$ cat config.mk
export PLATFORM = sky130hd
export DESIGN_NAME = utf8_validate_replace_core_flat
export DESIGN_NICKNAME = d
export VERILOG_FILES = /design/src/hdl/utf8vr_pkg.sv /design/src/hdl/utf8vr_if.sv /design/src/hdl/utf8vr_front.sv /design/src/hdl/utf8vr_queue.sv /design/src/hdl/utf8vr_back.sv /design/src/hdl/utf8_validate_replace_core.sv /design/src/flat_wrapper.sv
export SDC_FILE = /design/constraint.sdc
export NUM_CORES = 1
export LEC_CHECK = 0
export ABC_AREA = 1
export BUFFER_PORTS_ARGS = -buffer_cell sky130_fd_sc_hd__buf_2
export CAP_MARGIN = 10
export CELL_PAD_IN_SITES_DETAIL_PLACEMENT = 2
export CELL_PAD_IN_SITES_GLOBAL_PLACEMENT = 2
export CORE_MARGIN = 4
export CORE_UTILIZATION = 37
export DETAILED_ROUTE_END_ITERATION = 8
export PLACE_DENSITY_LB_ADDON = 0.12
export SETUP_SLACK_MARGIN = 0.3
export SYNTH_ARGS = -nofsm -noshare
export SYNTH_HDL_FRONTEND = slang
export SYNTH_SLANG_ARGS = --single-unit
$ cat constraint.sdc
create_clock -name clk -period 5.47 [get_ports clk]
set_input_delay 0.547 -clock clk [delete_from_list [all_inputs] [get_ports clk]]
set_output_delay 0.547 -clock clk [all_outputs]
set_load 0.01 [all_outputs]
$ cat src/hdl/utf8vr_pkg.sv
// utf8vr_pkg: shared types, constants and decode functions for the UTF-8
// validating decoder. No dependencies.
package utf8vr_pkg;

  localparam logic [31:0] REPL_BYTES = 32'h00BD_BFEF;
  localparam logic [2:0]  REPL_LEN   = 3'd3;

  // Work item passed from the front end to the back end through the queue.
  typedef struct packed {
    logic [7:0] data_byte;
    logic       has_byte;
    logic       flush;
  } item_t;

  // Sequence length from a lead byte; zero for a byte that cannot lead.
  function automatic logic [2:0] lead_len(input logic [7:0] b);
    logic [2:0] n;
    n = 3'd0;
    if (b[7] == 1'b0)              n = 3'd1;
    else if (b[7:5] == 3'b110)     n = 3'd2;
    else if (b[7:4] == 4'b1110)    n = 3'd3;
    else if (b[7:3] == 5'b11110)   n = 3'd4;
    return n;
  endfunction

  function automatic logic is_cont(input logic [7:0] b);
    return b[7:6] == 2'b10;
  endfunction

  // Full check of a complete sequence of length n (1..4).
  function automatic logic seq_ok(input logic [7:0] b0, input logic [7:0] b1,
                                  input logic [7:0] b2, input logic [7:0] b3,
                                  input logic [2:0] n);
    logic ok;
    ok = 1'b0;
    case (n)
      3'd1: ok = (b0 < 8'h80);
      3'd2: ok = is_cont(b1) && (b0 >= 8'hC2);
      3'd3: ok = is_cont(b1) && is_cont(b2)
                 && !((b0 == 8'hE0) && (b1 < 8'hA0))
                 && !((b0 == 8'hED) && (b1 >= 8'hA0));
      3'd4: ok = is_cont(b1) && is_cont(b2) && is_cont(b3)
                 && !((b0 == 8'hF0) && (b1 < 8'h90))
                 && !((b0 == 8'hF4) && (b1 >= 8'h90))
                 && (b0 <= 8'hF4);
      default: ok = 1'b0;
    endcase
    return ok;
  endfunction

endpackage

$ cat src/hdl/utf8vr_if.sv
// utf8vr_if: valid/ready channel interfaces for the byte input and the
// character output. No dependencies.
interface utf8vr_in_if;
  logic       valid;
  logic       ready;
  logic [7:0] data_byte;
  logic       has_byte;
  logic       end_of_call;
  logic       keep_pending;

  modport source (output valid, data_byte, has_byte, end_of_call, keep_pending,
                  input ready);
  modport sink   (input valid, data_byte, has_byte, end_of_call, keep_pending,
                  output ready);
endinterface

interface utf8vr_out_if;
  logic        valid;
  logic        ready;
  logic [31:0] char_bytes;
  logic [2:0]  char_len;
  logic        is_replacement;
  logic        last_of_run;

  modport source (output valid, char_bytes, char_len, is_replacement, last_of_run,
                  input ready);
  modport sink   (input valid, char_bytes, char_len, is_replacement, last_of_run,
                  output ready);
endinterface

$ cat src/hdl/utf8vr_front.sv
// utf8vr_front: accepts input transactions, classifies them and drops the
// ones with no effect. Depends on utf8vr_pkg and utf8vr_in_if.
module utf8vr_front
  import utf8vr_pkg::*;
(
  utf8vr_in_if.sink byte_in,
  input  logic      q_full,
  output logic      q_push,
  output item_t     q_item
);

  logic noop;

  always_comb begin
    q_item.data_byte = byte_in.data_byte;
    q_item.has_byte  = byte_in.has_byte;
    // flush only at end of call outside stream mode
    q_item.flush     = byte_in.end_of_call && !byte_in.keep_pending;
    noop             = !q_item.has_byte && !q_item.flush;
  end

  assign byte_in.ready = !q_full;
  assign q_push        = byte_in.valid && !q_full && !noop;

endmodule

$ cat src/hdl/utf8vr_queue.sv
// utf8vr_queue: two-entry queue of work items between front and back end.
// Depends on utf8vr_pkg.
module utf8vr_queue
  import utf8vr_pkg::*;
(
  input  logic  clk,
  input  logic  rst,
  input  logic  push,
  input  item_t push_item,
  input  logic  pop,
  output logic  full,
  output logic  not_empty,
  output item_t head
);

  item_t      mem [2];
  logic       wr_ptr;
  logic       rd_ptr;
  logic [1:0] fill;

  assign full      = fill == 2'd2;
  assign not_empty = fill != 2'd0;
  assign head      = mem[rd_ptr];

  always_ff @(posedge clk) begin
    if (push) begin
      mem[wr_ptr] <= push_item;
    end
  end

  always_ff @(posedge clk) begin
    if (rst) begin
      wr_ptr <= 1'b0;
      rd_ptr <= 1'b0;
      fill   <= 2'd0;
    end else begin
      if (push) wr_ptr <= !wr_ptr;
      if (pop)  rd_ptr <= !rd_ptr;
      case ({push, pop})
        2'b10:   fill <= fill + 2'd1;
        2'b01:   fill <= fill - 2'd1;
        default: fill <= fill;
      endcase
    end
  end

endmodule

$ cat src/hdl/utf8vr_back.sv
// utf8vr_back: hold buffer, scan/flush engine and output register.
// Depends on utf8vr_pkg and utf8vr_out_if.
module utf8vr_back
  import utf8vr_pkg::*;
(
  input  logic          clk,
  input  logic          rst,
  input  logic          q_valid,
  input  item_t         q_item,
  output logic          q_pop,
  utf8vr_out_if.source  char_out
);

  logic [7:0]  hb [4];
  logic [7:0]  sh [4];
  logic [2:0]  cnt;
  logic        busy;
  logic        flush;
  logic        drain;

  logic        ovalid;
  logic [31:0] obytes;
  logic [2:0]  olen;
  logic        orepl;
  logic        olast;

  logic [2:0]  n;
  logic [2:0]  n2;
  logic        has;
  logic        emit;
  logic        repl;
  logic [2:0]  pop;
  logic [2:0]  cnt_new;
  logic        drain_next;
  logic        more;
  logic        step;
  logic [31:0] word;

  always_comb begin
    n          = lead_len(hb[0]);
    has        = cnt != 3'd0;
    emit       = 1'b0;
    repl       = 1'b1;
    pop        = 3'd0;
    drain_next = drain;
    if (drain) begin
      if (has) begin
        emit = 1'b1;
        pop  = 3'd1;
      end
    end else if (has && n == 3'd0) begin
      emit = 1'b1;
      pop  = 3'd1;
    end else if (has && n <= cnt) begin
      emit = 1'b1;
      if (seq_ok(hb[0], hb[1], hb[2], hb[3], n)) begin
        repl = 1'b0;
        pop  = n;
      end else begin
        pop  = 3'd1;
      end
    end else if (has && flush) begin
      // scan halted on an incomplete sequence: flush the rest one by one
      emit       = 1'b1;
      pop        = 3'd1;
      drain_next = 1'b1;
    end
    cnt_new = cnt - pop;

    sh = hb;
    case (pop)
      3'd1: begin
        sh[0] = hb[1]; sh[1] = hb[2]; sh[2] = hb[3];
      end
      3'd2: begin
        sh[0] = hb[2]; sh[1] = hb[3];
      end
      3'd3: begin
        sh[0] = hb[3];
      end
      default: sh = hb;
    endcase

    n2   = lead_len(sh[0]);
    more = (cnt_new != 3'd0)
           && (drain_next || flush || n2 == 3'd0 || n2 <= cnt_new);

    for (int i = 0; i < 4; i++) begin
      word[8*i +: 8] = (3'(i) < n) ? hb[i] : 8'h00;
    end
  end

  assign step  = busy && (!ovalid || char_out.ready);
  assign q_pop = !busy && q_valid;

  always_ff @(posedge clk) begin
    if (rst) begin
      busy   <= 1'b0;
      cnt    <= 3'd0;
      drain  <= 1'b0;
      flush  <= 1'b0;
      ovalid <= 1'b0;
    end else begin
      if (step && emit) ovalid <= 1'b1;
      else if (char_out.valid && char_out.ready) ovalid <= 1'b0;
      if (step) begin
        cnt   <= cnt_new;
        drain <= drain_next;
        if (!emit || !more) busy <= 1'b0;
      end else if (q_pop) begin
        busy  <= 1'b1;
        flush <= q_item.flush;
        drain <= 1'b0;
        if (q_item.has_byte) cnt <= cnt + 3'd1;
      end
    end
  end

  always_ff @(posedge clk) begin
    if (step) begin
      hb <= sh;
      if (emit) begin
        obytes <= repl ? REPL_BYTES : word;
        olen   <= repl ? REPL_LEN : n;
        orepl  <= repl;
        olast  <= !more;
      end
    end else if (q_pop && q_item.has_byte) begin
      hb[cnt[1:0]] <= q_item.data_byte;
    end
  end

  assign char_out.valid          = ovalid;
  assign char_out.char_bytes     = obytes;
  assign char_out.char_len       = olen;
  assign char_out.is_replacement = orepl;
  assign char_out.last_of_run    = olast;

endmodule

$ cat src/hdl/utf8_validate_replace_core.sv
// utf8_validate_replace_core: UTF-8 validating decoder with U+FFFD replacement.
// Path: an accepted byte is registered in the queue, then in the hold buffer, and its
//   character in the output register. The back-end engine loads a transaction, then emits
//   the characters it yields (up to four) one by one; it pops no new one until done.
// Reset (rst, synchronous): empties the queue, the hold buffer and the output register.
// Depends on utf8vr_pkg, utf8vr_if, utf8vr_front, utf8vr_queue, utf8vr_back.
module utf8_validate_replace_core
  import utf8vr_pkg::*;
(
  input  logic         clk,
  input  logic         rst,
  utf8vr_in_if.sink    byte_in,
  utf8vr_out_if.source char_out
);

  // Front end: take transactions, drop those with neither a byte nor a flush.
  logic  q_full;
  logic  q_push;
  item_t q_item_in;

  utf8vr_front u_front (
    .byte_in (byte_in),
    .q_full  (q_full),
    .q_push  (q_push),
    .q_item  (q_item_in)
  );

  // Decouple the two sides so input keeps flowing while results stall.
  logic  q_pop;
  logic  q_valid;
  item_t q_head;

  utf8vr_queue u_queue (
    .clk       (clk),
    .rst       (rst),
    .push      (q_push),
    .push_item (q_item_in),
    .pop       (q_pop),
    .full      (q_full),
    .not_empty (q_valid),
    .head      (q_head)
  );

  // Back end: append the byte, scan the hold buffer, emit one character per cycle while the output is taken.
  utf8vr_back u_back (
    .clk      (clk),
    .rst      (rst),
    .q_valid  (q_valid),
    .q_item   (q_head),
    .q_pop    (q_pop),
    .char_out (char_out)
  );

endmodule
$ cat src/flat_wrapper.sv
// flat-port wrapper written by rule: the top's interface ports become plain ports
module utf8_validate_replace_core_flat import utf8vr_pkg::*;
  (clk, rst, byte_in_valid, byte_in_data_byte, byte_in_has_byte, byte_in_end_of_call, byte_in_keep_pending, byte_in_ready, char_out_valid, char_out_char_bytes, char_out_char_len, char_out_is_replacement, char_out_last_of_run, char_out_ready);
  utf8vr_in_if byte_in_i ();
  utf8vr_out_if char_out_i ();
  input  logic clk;
  input  logic rst;
  input wire logic [$bits(byte_in_i.valid)-1:0] byte_in_valid;
  input wire logic [$bits(byte_in_i.data_byte)-1:0] byte_in_data_byte;
  input wire logic [$bits(byte_in_i.has_byte)-1:0] byte_in_has_byte;
  input wire logic [$bits(byte_in_i.end_of_call)-1:0] byte_in_end_of_call;
  input wire logic [$bits(byte_in_i.keep_pending)-1:0] byte_in_keep_pending;
  output wire logic [$bits(byte_in_i.ready)-1:0] byte_in_ready;
  output wire logic [$bits(char_out_i.valid)-1:0] char_out_valid;
  output wire logic [$bits(char_out_i.char_bytes)-1:0] char_out_char_bytes;
  output wire logic [$bits(char_out_i.char_len)-1:0] char_out_char_len;
  output wire logic [$bits(char_out_i.is_replacement)-1:0] char_out_is_replacement;
  output wire logic [$bits(char_out_i.last_of_run)-1:0] char_out_last_of_run;
  input wire logic [$bits(char_out_i.ready)-1:0] char_out_ready;
  assign byte_in_i.valid = byte_in_valid;
  assign byte_in_i.data_byte = byte_in_data_byte;
  assign byte_in_i.has_byte = byte_in_has_byte;
  assign byte_in_i.end_of_call = byte_in_end_of_call;
  assign byte_in_i.keep_pending = byte_in_keep_pending;
  assign byte_in_ready = byte_in_i.ready;
  assign char_out_valid = char_out_i.valid;
  assign char_out_char_bytes = char_out_i.char_bytes;
  assign char_out_char_len = char_out_i.char_len;
  assign char_out_is_replacement = char_out_i.is_replacement;
  assign char_out_last_of_run = char_out_i.last_of_run;
  assign char_out_i.ready = char_out_ready;
  utf8_validate_replace_core u_core (.clk(clk), .rst(rst), .byte_in(byte_in_i), .char_out(char_out_i));
endmodule
# --- After elaboration in Yosys (flattened, before gate mapping) ---
# Memory sizes are Yosys's and may differ from the RTL's. A register that Yosys moved wholly into a read port is not among the register bits.
# Index checks and enable logic that the tools add are counted.
# W data, S select, Z words.
op_classes:
  addsub: 4
  n_lt_le_gt_ge: 15
  n_eq_ne: 27
  mux: 56
  bitwise: 6
  n_reduce_logical: 68
op_table:
  columns: ["cell", "count"]
  rows:
  - ["$mux W32", 2]
  - ["$mux W3", 15]
  - ["$mux W8", 5]
  - ["$bwmux W32", 1]
  - ["$eq A8 B8 Y1 const B", 4]
  - ["$mux W1", 28]
  - ["$logic_and A1 B1 Y1", 26]
  - ["$ge A8 B8 Y1 const B", 3]
  - ["$lt A8 B8 Y1 const B", 3]
  - ["$pmux W8 S3", 1]
  - ["$demux W8 S2", 1]
  - ["$pmux W8 S2", 1]
  - ["$reduce_and A2 Y1", 8]
  - ["$logic_not A1 Y1", 15]
  - ["$eq A3 B2 Y1 const B", 4]
  - ["$reduce_bool A2 Y1", 6]
  - ["$eq A2 B2 Y1 const B", 5]
  - ["$eq A5 B5 Y1 const B", 2]
  - ["$eq A3 B3 Y1 const B", 3]
  - ["$eq A4 B4 Y1 const B", 2]
  - ["$le A8 B8 Y1 const B", 1]
  - ["$reduce_or A2 Y1", 4]
  - ["$eq A3 B1 Y1 const B", 2]
  - ["$le A3 B3 Y1", 2]
  - ["19 further kinds", 32]
word_totals:
  reg_bits: 80
  ram_bits: 20
  word_cells: 198
  n_memories: 1
mem_list:
  columns: ["name", "words", "word_bits", "rd", "rd_ports_with_merged_regs", "write_ports", "line", "text"]
  rows:
  - ["u_core.u_queue.mem", 2, 10, 1, 1, 1, "utf8vr_queue.sv:16", "item_t mem [2];"]

# --- Depth between registers and ports, before layout ---
logic_depth:
  word_depth: 29
  depth_mapped: 28
  mapped_depth_nobuf: 27

# --- By module ---
# A second synthesis with hierarchy kept.
unflattened:
  hier_cells: 491
  area_unflattened_um2: 5018.6
modules_own_cells:
  columns: ["mod", "instances", "cells_per_inst", "area_each_um2"]
  rows:
  - ["utf8vr_back", 1, 411, 3930.0]
  - ["utf8vr_queue", 1, 64, 987.2]
  - ["utf8vr_front", 1, 16, 101.3]

# --- Worst setup path after synthesis ---
# Ideal clock, no wire load.
synth_path:
  kind: "register -> register"
  start: "register u_core.u_back.hb[29] in the netlist's numbering"
  end: "register u_core.u_back.olast, in the netlist u_core.u_back.char_out.last_of_run, data pin"
  setup_time_ns: 0.253
  arrival_ns: 3.633
  required_time_ns: 5.217
  path_slack_ns: 1.584
  path_stages_with_launch: 21
  cell_sequence: "edfxtp_1 inv_2 nor2_1 a21oi_1 ha_1 inv_1 nor2_1 a21oi_1 a31oi_4 nand2_4 buf_6 inv_2 ha_1 fa_1 xor2_1 xor2_1 ha_1 a21oi_1 a21oi_1 nand2_1 nand2_1"
synth_via:
  elab_chain_cells: 26
synth_lines:
  columns: ["item", "line", "text"]
  rows:
  - ["start: declaration", "utf8vr_back.sv:14", "logic [7:0] hb [4];"]
  - ["start signal: assignment", "utf8vr_back.sv:121", "hb <= sh;"]
  - ["start signal: indexed assignment", "utf8vr_back.sv:129", "hb[cnt[1:0]] <= q_item.data_byte;"]
  - ["parallel branches: the longest is 24 deep, another holds $eq A5 B5 Y1", null, null]
  - ["$logic_and A1 B1 Y1 (*)", "utf8vr_back.sv:86", "&& (drain_next || flush || n2 == 3'd0 || n2 <= cnt_new);"]
  - ["$logic_not A1 Y1 (*)", "utf8vr_back.sv:126", "olast <= !more;"]
  - ["end signal: assignment", "utf8vr_back.sv:126", null]
  - ["end: declaration", "utf8vr_back.sv:25", "logic olast;"]
# Every way passes the cells marked *. The select of a mux whose other input is x is not followed.
# A chain may end at the register's enable or synchronous reset.

# --- Worst setup path in the final report ---
layout_path:
  start: "register u_core.u_back.hb[29] in the netlist's numbering"
  end: "register u_core.u_back.busy"
layout_via:
  elab_chain_cells: 29
layout_lines:
  columns: ["item", "line", "text"]
  rows:
  - ["parallel branches: the longest is 26 deep, another holds $eq A5 B5 Y1", null, null]
  - ["$logic_or A1 B1 Y1 (*)", "utf8vr_back.sv:109", "if (!emit || !more) busy <= 1'b0;"]
  - ["$ne A2 B1 Y1 (no line) (*)", null, null]
  - ["$reduce_and A2 Y1 (no line) (*)", null, null]
  - ["end signal: assignment", "utf8vr_back.sv:98", "busy <= 1'b0;"]
  - ["end signal: assignment", "utf8vr_back.sv:109", null]
  - ["end signal: assignment", "utf8vr_back.sv:111", "busy <= 1'b1;"]
  - ["end: declaration", "utf8vr_back.sv:17", "logic busy;"]
# Marked as above.

==> run_results.csv <==
group,metric,value,unit
synth,ys_ff_latch,101,
finish,drive_gt1_share,18.4,%
sta,setup_viol,0,
grt,gr-usage-all-layers,19.4,%
setup_path,crit_path_start,"u_core.u_back.hb[29]$_DFFE_PP_",
setup_path,r2r_end,"u_core.u_back.busy$_SDFFE_PP0P_",
die,ios,54,
pwr,irDropWorstVdd,0.000253,V
setup_path,reg2regPathDepth,21,
die,dieArea,15000,um2
route,vias,3698,
die,placementRows,41,
die,core-area,12700,um2
placed_design,hpwl,10600,um
grt,grt_max_degree,28,
finish,diodes,0,
synth,synthesis.area,4850,um2
grt,grtUsageMet1,22.9,%
route,postRouteAntennaNets,0,
placed_design,port_buffers,53,
setup_path,cp.arrival,4.61,ns
finish,final_cell_mix,"edfxtp_1, nand2_1, inv_1",
grt,grt_use_met2,36.2,%
clock_network,clock_sinks,101,
grt,grt_overflow_total,0,
route,drt_iter0_markers,141,
route,postRouteWirelength,13800,um
synth,synthCells,488,
setup_path,start_kind,"register",
clock_network,ctsHoldBuffers,0,
route,first_pass_iters,4,
die,die_x,123,um
finish,areaGrowthSynthToFinish,15.6,%
clock_network,cts-buffers-inserted,9,
finish,final_common_cell,"edfxtp_1",
clock_network,cts_buffer_depth,2,
sta,relSlewSlack,25.0,%
grt,antenna_found_initial,0,
clock_network,cts_root_buf,"clkbuf_16",
route,drc,0,
grt,met3_usage,3.41,%
placed_design,gp_congestion,0.838,
clock_network,clkSlewWorstSetupHoldPaths,0.07,ns
setup_path,r2r_slack,1.08,ns
setup_path,reg2reg_from,"u_core.u_back.hb[29]$_DFFE_PP_",
sta,fmax,228,MHz
pwr,p_leak,2.21,nW
finish,fin_util,44.1,%
synth,yosysSeqAreaShare,60.0,%
sta,period_minus_slack,4.39,ns
sta,hold_violations,0,
sta,fin_crit_sh,80.2,%
die,start_util,38.1,%
min_path,hold_depth,1,
setup_path,worstSetupPathType,"register to register",
route,wl_per_cell,19.1,um
grt,first_global_vias,4089,
clock_network,post_cts_buffers,0,
min_path,worstHoldPathType,"input port to register",
setup_path,endpoint_kind,"register",
grt,busiest_layer,"met2",
finish,fin_nets,573,
setup_path,required,5.69,ns
synth,synth.distinct_cells,39,
route,vias_per_cell,5.12,
sta,rsz0062_at_grt,"no",
synth,yosys_warnings,0,
clock_network,insertion_delay,0.35,ns
sta,final_max_slew_viol_count,0,
synth,syn-mean-instance-area,9.94,um2
pwr,p_per_area,624,nW/um2
sta,tightestPinTransition,1.12,ns
clock_network,h-tree-depth,3,
clock_network,cts_resized,0,
sta,finalSetupTns,0,ns
run_status,status,"finished, final reports clean",
setup_path,cp-endpoint,"u_core.u_back.busy$_SDFFE_PP0P_",
run,max_cap_violations,0,
setup_path,worstPathMaxFanout,12,
grt,grt_pass1_wl,22000,um
sta,skew,0.0112,ns
die,die_y,123,um
clock_network,cts_tree,"built",
[worst max-delay path, stage by stage, from the launching register on]
cell      delay (ns)
edfxtp_1        0.47
inv_2           0.12
nor2_1          0.07
a21oi_1         0.31
ha_1            0.30
inv_1           0.06
nor2_1          0.04
a21oi_1         0.42
a31oi_4         0.24
nand2_4         0.22
inv_2           0.06
ha_1            0.20
fa_1            0.45
xor2_1          0.17
xor2_1          0.26
ha_1            0.31
nand3_1         0.12
nand2_1         0.06
a21oi_1         0.12
nand2_1         0.09
nand3_1         0.08
a21oi_1         0.07
[flip-flops by register name, indices dropped and copies added (netlist names), named ones only]
signal,count
u_core.u_back.char_out.last_of_run,1
u_core.u_back.busy,1
u_core.u_back.flush,1
u_core.u_back.char_out.is_replacement,1
u_core.u_back.char_out.char_len,3
u_core.u_back.drain,1
u_core.u_queue.mem,20
u_core.u_back.cnt,3
u_core.u_queue.wr_ptr,1
u_core.u_back.hb,32
u_core.u_queue.fill,2
u_core.u_back.char_out.char_bytes,32
u_core.u_back.char_out.valid,1
u_core.u_queue.rd_ptr,1
[how the worst min path moves through the flow]
stage,to,slack [ns],start
2_1_floorplan,register,0.43,u_core.u_queue.rd_ptr$_SDFFE_PP0P_
3_3_place_gp,u_core.u_queue.rd_ptr$_SDFFE_PP0P_,0.44,u_core.u_queue.rd_ptr$_SDFFE_PP0P_
3_5_place_dp,u_core.u_queue.rd_ptr$_SDFFE_PP0P_,0.46,u_core.u_queue.rd_ptr$_SDFFE_PP0P_
4_1_cts,u_core.u_queue.mem[0][6]$_DFFE_PP_,0.37,byte_in_data_byte[4]
5_1_grt,u_core.u_queue.mem[0][4]$_DFFE_PP_,0.37,byte_in_data_byte[2]
6_report,u_core.u_queue.mem[0][6]$_DFFE_PP_,0.39,byte_in_data_byte[4]
[stage by stage]
step / instance area (um2) / power, mW / hold slack, ns / instances / setup WS [ns]
4_1_cts: 5610 / 3.53 / 0.371 / 722 / 1.07
2_1_floorplan: 4860 / 2.34 / 0.425 / 490 / 1.58
6_report: 5610 / 3.50 / 0.388 / 722 / 1.08
5_1_grt: 5610 / 3.78 / 0.373 / 722 / 0.731
3_5_place_dp: 5290 / 2.82 / 0.459 / 706 / 1.11
3_3_place_gp: 5290 / 2.72 / 0.439 / 706 / 1.37
[cell usage after synthesis, drive strengths merged]
library cell	number	share of area (%)
ha	12	3.1
o21ai	37	3.8
xnor2	1	0.18
nand3	23	2.7
edfxtp	89	55
xor2	2	0.36
nor2	60	5.2
o22ai	20	2.6
dfxtp	12	5.0
nand4	6	0.77
a21oi	22	2.3
buf	3	0.57
mux2	1	0.23
o31ai	2	0.31
clkinv	3	0.28
inv	75	5.9
nand3b	1	0.15
o32ai	5	0.90
fa	1	0.41
and2	1	0.13
conb	1	0.077
nor3	1	0.10
o211a	1	0.21
clkbuf	7	0.54
a31oi	3	0.70
or2	2	0.26
nand2	97	8.2
[final cells by class]
class	instances	area, um2
fill	1413	7110
sequential	101	2910
multi-input combinational	301	1600
inverter	78	298
timing repair buffer	54	273
clock buffer	10	229
tap	172	215
clock inverter	6	85.1
[logic make-up after synthesis]
logic type	count (synthesis)	synth area share, %
fa+ha+maj	13	3.51
buf+inv	88	7.25
xor+xnor	3	0.542
flops	101	60.0
other cells	1	0.0773
compound gates	90	10.8
mux	1	0.232
simple gates	191	17.6
[where the power goes]
part	internal, mW	switching (mW)
clock network	0.401	0.284
logic	0.474	1.11
registers	1.10	0.139
[per-layer routing]
layer | wire length [um] | up-vias
met5 | 0 | -
met4 | 159 | 0
met3 | 382 | 10
met2 | 7330 | 60
met1 | 5910 | 1868
li1 | - | 1760
Power figures use the tool's default switching activity.
